[src/hw/rtl/mf2_pkg.sv]
`timescale 1ns / 1ps
// shared types and constants of the 2-d median filter
// no dependencies
package mf2_pkg;

  localparam int PIX_W  = 8;
  localparam int ROW_W  = 12;
  localparam int COL_W  = 10;
  localparam int WCFG_W = 11;
  localparam int HCFG_W = 13;
  localparam int RCFG_W = 2;

  localparam logic [WCFG_W-1:0] WIDTH_RST  = 11'd1024;
  localparam logic [HCFG_W-1:0] HEIGHT_RST = 13'd1024;
  localparam logic [RCFG_W-1:0] RADIUS_RST = 2'd2;
  localparam logic [HCFG_W-1:0] MAX_ROWS   = 13'd4096;

  typedef enum logic [1:0] {
    CFG_WIDTH  = 2'd0,
    CFG_HEIGHT = 2'd1,
    CFG_RADIUS = 2'd2
  } cfg_idx_t;

  // per-request control carried down the pipeline
  typedef struct packed {
    logic              emit;
    logic [ROW_W-1:0]  crow;
    logic [COL_W-1:0]  ccol;
    logic              flast;
    logic [RCFG_W-1:0] r;
  } stage_ctrl_t;

endpackage

[src/hw/rtl/mf2_cell.sv]
`timescale 1ns / 1ps
// one window column cell: takes the column of its upper neighbour on shift
// depends on mf2_pkg
module mf2_cell
  import mf2_pkg::*;
#(
  parameter int ROWS = 5
) (
  input  logic                       clk,
  input  logic                       shift_en,
  input  logic [ROWS-1:0][PIX_W-1:0] col_in,
  output logic [ROWS-1:0][PIX_W-1:0] col_out
);
  logic [ROWS-1:0][PIX_W-1:0] col_r;

  always_ff @(posedge clk) begin
    if (shift_en) begin
      col_r <= col_in;
    end
  end

  assign col_out = col_r;

endmodule
[config.mk]
export PLATFORM = sky130hd
export DESIGN_NAME = mf2_cell
export DESIGN_NICKNAME = d
export VERILOG_FILES = /design/src/hw/rtl/mf2_pkg.sv /design/src/hw/rtl/mf2_cell.sv
export SDC_FILE = /design/constraint.sdc
export NUM_CORES = 1
export LEC_CHECK = 0
export BUFFER_PORTS_ARGS = -buffer_cell sky130_fd_sc_hd__buf_2
export CELL_PAD_IN_SITES_DETAIL_PLACEMENT = 1
export CELL_PAD_IN_SITES_GLOBAL_PLACEMENT = 1
export CORE_MARGIN = 8
export CORE_UTILIZATION = 31
export DETAILED_ROUTE_END_ITERATION = 8
export GPL_ROUTABILITY_DRIVEN = 0
export PLACE_DENSITY = 0.83
export SYNTH_ARGS = -nofsm -noshare
export SYNTH_HDL_FRONTEND = slang
export SYNTH_SLANG_ARGS = --single-unit
export TNS_END_PERCENT = 1
[constraint.sdc]
create_clock -name clk -period 0.8 [get_ports clk]
set_input_delay 0 -clock clk [delete_from_list [all_inputs] [get_ports clk]]
set_output_delay 0 -clock clk [all_outputs]
set_load 0.02 [all_outputs]
==> results of run 1 <==
routing by layer:
layer  GRT usage  routed length [um]
met5           0                   0
met4      0.0611                  93
met2       0.229                2010
met1       0.104                1190
met3      0.0706                 402
through the flow:
stage | instance area, sq um | utilization | worst slack (ns) | std cells | TNS, ns
2_1_floorplan | 1200 | - | 0.351 | 40 | 0
3_3_place_gp | 1710 | 0.463 | 0.179 | 171 | 0
3_5_place_dp | 1710 | 0.463 | 0.164 | 171 | 0
4_1_cts | 2190 | 0.595 | -0.0705 | 219 | -1.33
5_1_grt | 2210 | 0.598 | -0.0777 | 219 | -2.17
6_report | 2210 | 0.598 | -0.0363 | 219 | -0.536
worst max path at each step:
stage                           from                     to  cells after the start
4_1_cts         col_out[1]$_DFFE_PP_             col_out[1]                      1
2_1_floorplan   col_out[0]$_DFFE_PP_             col_out[0]                      0
5_1_grt        col_out[21]$_DFFE_PP_            col_out[21]                      1
3_5_place_dp                shift_en   col_out[2]$_DFFE_PP_                      2
3_3_place_gp                shift_en  col_out[35]$_DFFE_PP_                      2
6_report       col_out[35]$_DFFE_PP_            col_out[35]                      1
area by class of cell:
| cell class | count | area [sq um] | area share |
|---|---|---|---|
| Clock buffer | 7 | 76.3 | 0.0346 |
| Clock inverter | 1 | 3.75 | 0.00170 |
| Sequential cell | 40 | 1200 | 0.545 |
| Tap cell | 48 | 60.1 | 0.0272 |
| Timing Repair Buffer | 123 | 865 | 0.392 |
placed cells by master, fill, tap and decap left out, drive strengths merged:
| cell type | n |
|---|---|
| edfxtp | 40 |
| clkinv | 1 |
| clkbuf | 7 |
| buf | 83 |
| dlygate4sd3 | 40 |
power by group through the flow:
stage | clock network, uW | logic, uW | registers [uW]
6_report | 1230 | 708 | 2530
5_1_grt | 1360 | 755 | 2550
4_1_cts | 1280 | 707 | 2540
3_5_place_dp | 0 | 547 | 2580
3_3_place_gp | 0 | 530 | 2560
2_1_floorplan | 0 | 0 | 2800
logic make-up (layout without fill, tap and decap cells):
| family | Yosys count | after routing | synth area share |
|---|---|---|---|
| DFF | 40 | 40 | 1.00 |
| buffers and inverters | 0 | 131 | 0 |
timing repair:
item | 4_1_cts | 5_1_grt
endpoints found under the hold margin | 40 | 0
cloned | 0 | 0
hold buffers | 40 | 0
setup endpoints to repair | 40 | 40
resized for setup | 2 | 4
setup buffers | 0 | 0
==> results.md, run 1 <==
- Chip width: 78.2 um
- Sequential Power Share: 0.567
- # rows: 22
- Total Power: roughly 4500 uW
- Worst Setup Start Kind: flop
- DRC errors left: 0
- FF+latch count, synth: 40
- Comb pwr share: 0.159
- Worst-Margin Slew: 0.124 ns
- Post-synth top area share: 1.00
- Largest delay share family, worst path: flip-flops
- Gr usage total: 0.124
- Switch Pwr: about 1000 uW
- Failing checks: setup timing
- Data arrival, critical path: between 0.8 and 0.9 ns
- Routed vias/inst: 4.11
- Post-Syn Area: about 1200 sq um
- Syn Nets: ~80
- Status: complete, but fails checks
- Yosys warns: 0
- CP required: around 0.80 ns
- Mapped Cells: 40
- Vias in the first global route: ~1.1k
- Clk pwr share: 0.275
- Setup WS post-layout: -0.0363 ns
- Initial core utilization: 0.326
- Crit share post-route: 1.05
- Top-level I/O count: 82
- Hold endpoint: col_out[1]$_DFFE_PP_
- Pwr dens: a little over 2000 nW/um^2
- Drt total wl: about 3.7 mm
- Switching Share: 0.232
- Post-synth EDFFs: 40
- CP max stage cell: edfxtp_1
- DIE AREA: just over 6000 sq um
- WHS: between 0.15 and 0.2 ns
- Tmin final: 0.836 ns
- Synthesis-to-layout area growth: 83.6%
- Ys flop type: edfxtp_1
- Synth async-reset ratio: 0
- Die H: 78.2 um
- RSZ-0062 raised after global routing: yes
- Worst slew margin: 0.917
- Final setup viols: 35
- Largest net degree at the start of global routing: 23
- Most numerous cell in the Yosys netlist: edfxtp_1
- CTS tree: yes
- WS Path Type: flop to primary output
- Dominant cells by area after synthesis: edfxtp_1 100%
- Layout cells sized above 1: 0.515
- Fillers: between 300 and 400
- Clock transition at path regs: approximately 0.07 ns
- Area leader, netlist: edfxtp_1
- CTS Buf Count: 5
- Core footprint: around 3700 sq um
- Leak pwr: about 0.00094 uW
- Largest register FFs: 40
- First-pass GRT wire length: about 5.7 mm
- Ant diodes: 0
- Footprint of the multi-input gates: 0 sq um
- Clock sinks: 40
- Max-cap violation count: 0
- CTS max path bufs: 2
- Yosys cell types: 1
- Fin nets: ~210
- Drt first-iter violations: 19
- WHS Path Cells: 2
- Internal: 3430 uW
- Drt first pass iters: 4
- Crit path largest cell delay: 0.38 ns
- ANT nets after route: 0
- Final Hold Viols: 0
- IO Port Bufs: a little over 80
- CP endpoint kind: primary output
- Avg Cell Area, Syn: ~30 sq um
- Routed wire length per instance: roughly 17 um
- CP cell instances: buf_2
- Via Count: 900
- Hold Startpoint: shift_en
- CP Max Fanout: 1
- Gr ovfl total: 0
- Critical path buffer and inverter count: 1
- Worst hold path class: primary input to flop
- Peak supply drop: between 1 and 1.5 mV
- Post-synth top cells: 40 x edfxtp_1
- Sequential fraction of the synthesis area: 1.00
- Fin. max-slew vios: 0
- H-tree levels: 2
- Initial antenna violation count: 0
- Clk root buf: clkbuf_8
- #MultiIn Comb: 0
- Fmax: about 1200 MHz
No activity file was read; power rests on OpenSTA's default activity.
==> run 2: changes to the inputs <==
==> constraint.sdc (replaced) <==
create_clock -name clk -period 0.8 [get_ports clk]
set_input_delay 0.16 -clock clk [delete_from_list [all_inputs] [get_ports clk]]
set_output_delay 0.16 -clock clk [all_outputs]
set_load 0.02 [all_outputs]
==> run 2 against run 1 <==
Against the previous run:
- the run still ends with setup timing left
- sequential share of layout area is 12 points higher
- worst setup slack got worse by 0.17 ns
- largest power group unchanged
- critical path type unchanged
- highest routed layer unchanged
- critical path depth did not move
- sequential cell count stayed put
- clock-buffer cell count is the same
==> results.md, run 2 (same netlist as run 1, synthesis figures left out) <==
- Status: complete, but fails checks (unchanged)
- Failing checks: setup timing (unchanged)
- Layout cells sized above 1: 0.672 (was 0.515)
- Ant diodes: 0 (unchanged)
- Cells after DPL: 171 (unchanged)
- Data arrival, critical path: 0.84 ns (about the same)
- Post-Layout Cell Count: 179 (was 219)
- WHS: 0.0496 ns (was 0.155 ns)
- Gr usage total: 0.102 (was 0.124)
- Critical path buffer and inverter count: 1 (unchanged)
- DIE AREA: 6120 sq um (unchanged)
- Synthesis-to-layout area growth: 51.4% (was 83.6%)
- RSZ-0062 raised after global routing: yes (unchanged)
- #MultiIn Comb: 0 (unchanged)
- First-pass GRT wire length: 4.62 mm (was 5.69 mm)
- Leading cell types in the layout, fill and taps excluded: 76 x buf_2, 40 x edfxtp_1, 5 x clkbuf_8, 5 x buf_6 (was 78 x buf_2, 40 x edfxtp_1, 40 x dlygate4sd3_1)
- Hold Startpoint: col_in[2] (was shift_en)
- Pwr dens: 2370 nW/um^2 (was 2030 nW/um^2)
- Total Power: 4310 uW (was 4470 uW)
- CTS max path bufs: 2 (unchanged)
- Fin. max-slew vios: 0 (unchanged)
- Largest net degree at the start of global routing: 23 (unchanged)
- Largest delay share family, worst path: flip-flops (unchanged)
- Drt total wl: 3.14 mm (was 3.70 mm)
- Chip width: 78.2 um (unchanged)
- CTS Buf Count: 5 (unchanged)
- Initial antenna violation count: 0 (unchanged)
- Clock transition at path regs: 0.07 ns (about the same)
- Clock sinks: 40 (unchanged)
- Via Count: 761 (was 900)
- Fin nets: 172 (was 212)
- Hold endpoint: col_out[2]$_DFFE_PP_ (was col_out[1]$_DFFE_PP_)
- Largest register FFs: 40 (unchanged)
- Vias in the first global route: 927 (was 1,122)
- Worst hold path class: primary input to flop (unchanged)
- CP Max Fanout: 1 (unchanged)
- Core footprint: 3690 sq um (unchanged)
- Final setup viols: 40 (was 35)
- Fmax: 996 MHz (was 1200 MHz)
- Gr ovfl total: 0 (unchanged)
- Footprint of the multi-input gates: 0 sq um (unchanged)
- IO Port Bufs: 81 (unchanged)
- Clk root buf: clkbuf_8 (unchanged)
- ANT nets after route: 0 (unchanged)
- Final Hold Viols: 0 (unchanged)
- Routed vias/inst: 4.25 (was 4.11)
- Die H: 78.2 um (unchanged)
- WS Path Type: flop to primary output (unchanged)
- Drt first-iter violations: 27 (was 19)
- Area post-placement: 1710 sq um (unchanged)
- CP max stage cell: edfxtp_1 (unchanged)
- Top-level I/O count: 82 (unchanged)
- Initial core utilization: 0.326 (unchanged)
- Worst Setup Start Kind: flop (unchanged)
- Max-cap violation count: 0 (unchanged)
- CP endpoint kind: primary output (unchanged)
- # rows: 22 (unchanged)
- TNS Setup: -6.90 ns (was -0.536 ns)
- Crit share post-route: 1.26 (was 1.05)
- Final instance area: 1820 sq um (was 2210 sq um)
- Drt first pass iters: 3 (was 4)
- DRC errors left: 0 (unchanged)
- Routed wire length per instance: 17.6 um (was 16.9 um)
- CP cell instances: buf_6 (was buf_2)
- Leak pwr: 0.000779 uW (was 0.000942 uW)
- CTS tree: yes (unchanged)
- Commonest non-fill, non-tap cell in the layout: buf_2 (unchanged)
- Crit path largest cell delay: 0.41 ns (was 0.38 ns)
- Tmin final: 1.00 ns (was 0.836 ns)
- H-tree levels: 2 (unchanged)
- Worst slew margin: 0.918 (was 0.917)
- Worst-Margin Slew: 0.123 ns (was 0.124 ns)
- WHS Path Cells: 1 (was 2)
- Setup WS post-layout: -0.204 ns (was -0.0363 ns)
- CP startpoint: col_out[29]$_DFFE_PP_ (was col_out[35]$_DFFE_PP_)
- CP required: 0.64 ns (was 0.80 ns)
- Peak supply drop: 1.35 mV (was 1.33 mV)
-- run 2: cell count changes in the layout (fill, tap and decap cells not counted) --
cell and change:
buf_2 -2, buf_6 +2, dlygate4sd3_1 -40
-- run 2: power by group --
part	switching (uW)	total, uW	internal (uW)	leakage [uW]
registers	46.8	2540	2490	0.000391
logic	341	556	216	0.000348
clock network	611	1220	606	0.0000399
-- run 2: repair_timing --
action,in CTS,in global routing
buffers inserted,0,0
hold buffers,0,0
endpoints found under the setup margin,40,40
cloned,0,0
resized for setup,2,8
-- run 2: layout make-up --
cell class | count | area (sq um)
Clock buffer | 7 | 76.3
Clock inverter | 1 | 3.75
Fill cell | 395 | 1870
Sequential cell | 40 | 1200
Tap cell | 48 | 60.1
Timing Repair Buffer | 83 | 477
-- run 2: through the flow --
| step | worst slack, ns | util |
|---|---|---|
| 5_1_grt | -0.237 | 0.493 |
| 2_1_floorplan | 0.191 | - |
| 6_report | -0.204 | 0.493 |
| 3_3_place_gp | 0.0194 | 0.463 |
| 4_1_cts | -0.230 | 0.486 |
| 3_5_place_dp | 0.00351 | 0.463 |
-- run 2: layer usage --
metal	up-vias	part of all wire	global-route usage
met4	0	0.029	0.0611
met2	59	0.52	0.173
met3	8	0.12	0.0683
li1	339	-	-
met5	-	0	0
met1	355	0.33	0.0859
-- run 2: worst max path at each step --
| stage | endpoint | cells after the start | slack (ns) |
|---|---|---|---|
| after detailed placement | col_out[2]$_DFFE_PP_ | 2 | 0.004 |
| after global placement | col_out[35]$_DFFE_PP_ | 2 | 0.02 |
| after CTS | col_out[1] | 1 | -0.23 |
| final | col_out[29] | 1 | -0.20 |
| after floorplan | col_out[0] | 0 | 0.19 |
| after global routing | col_out[29] | 1 | -0.24 |
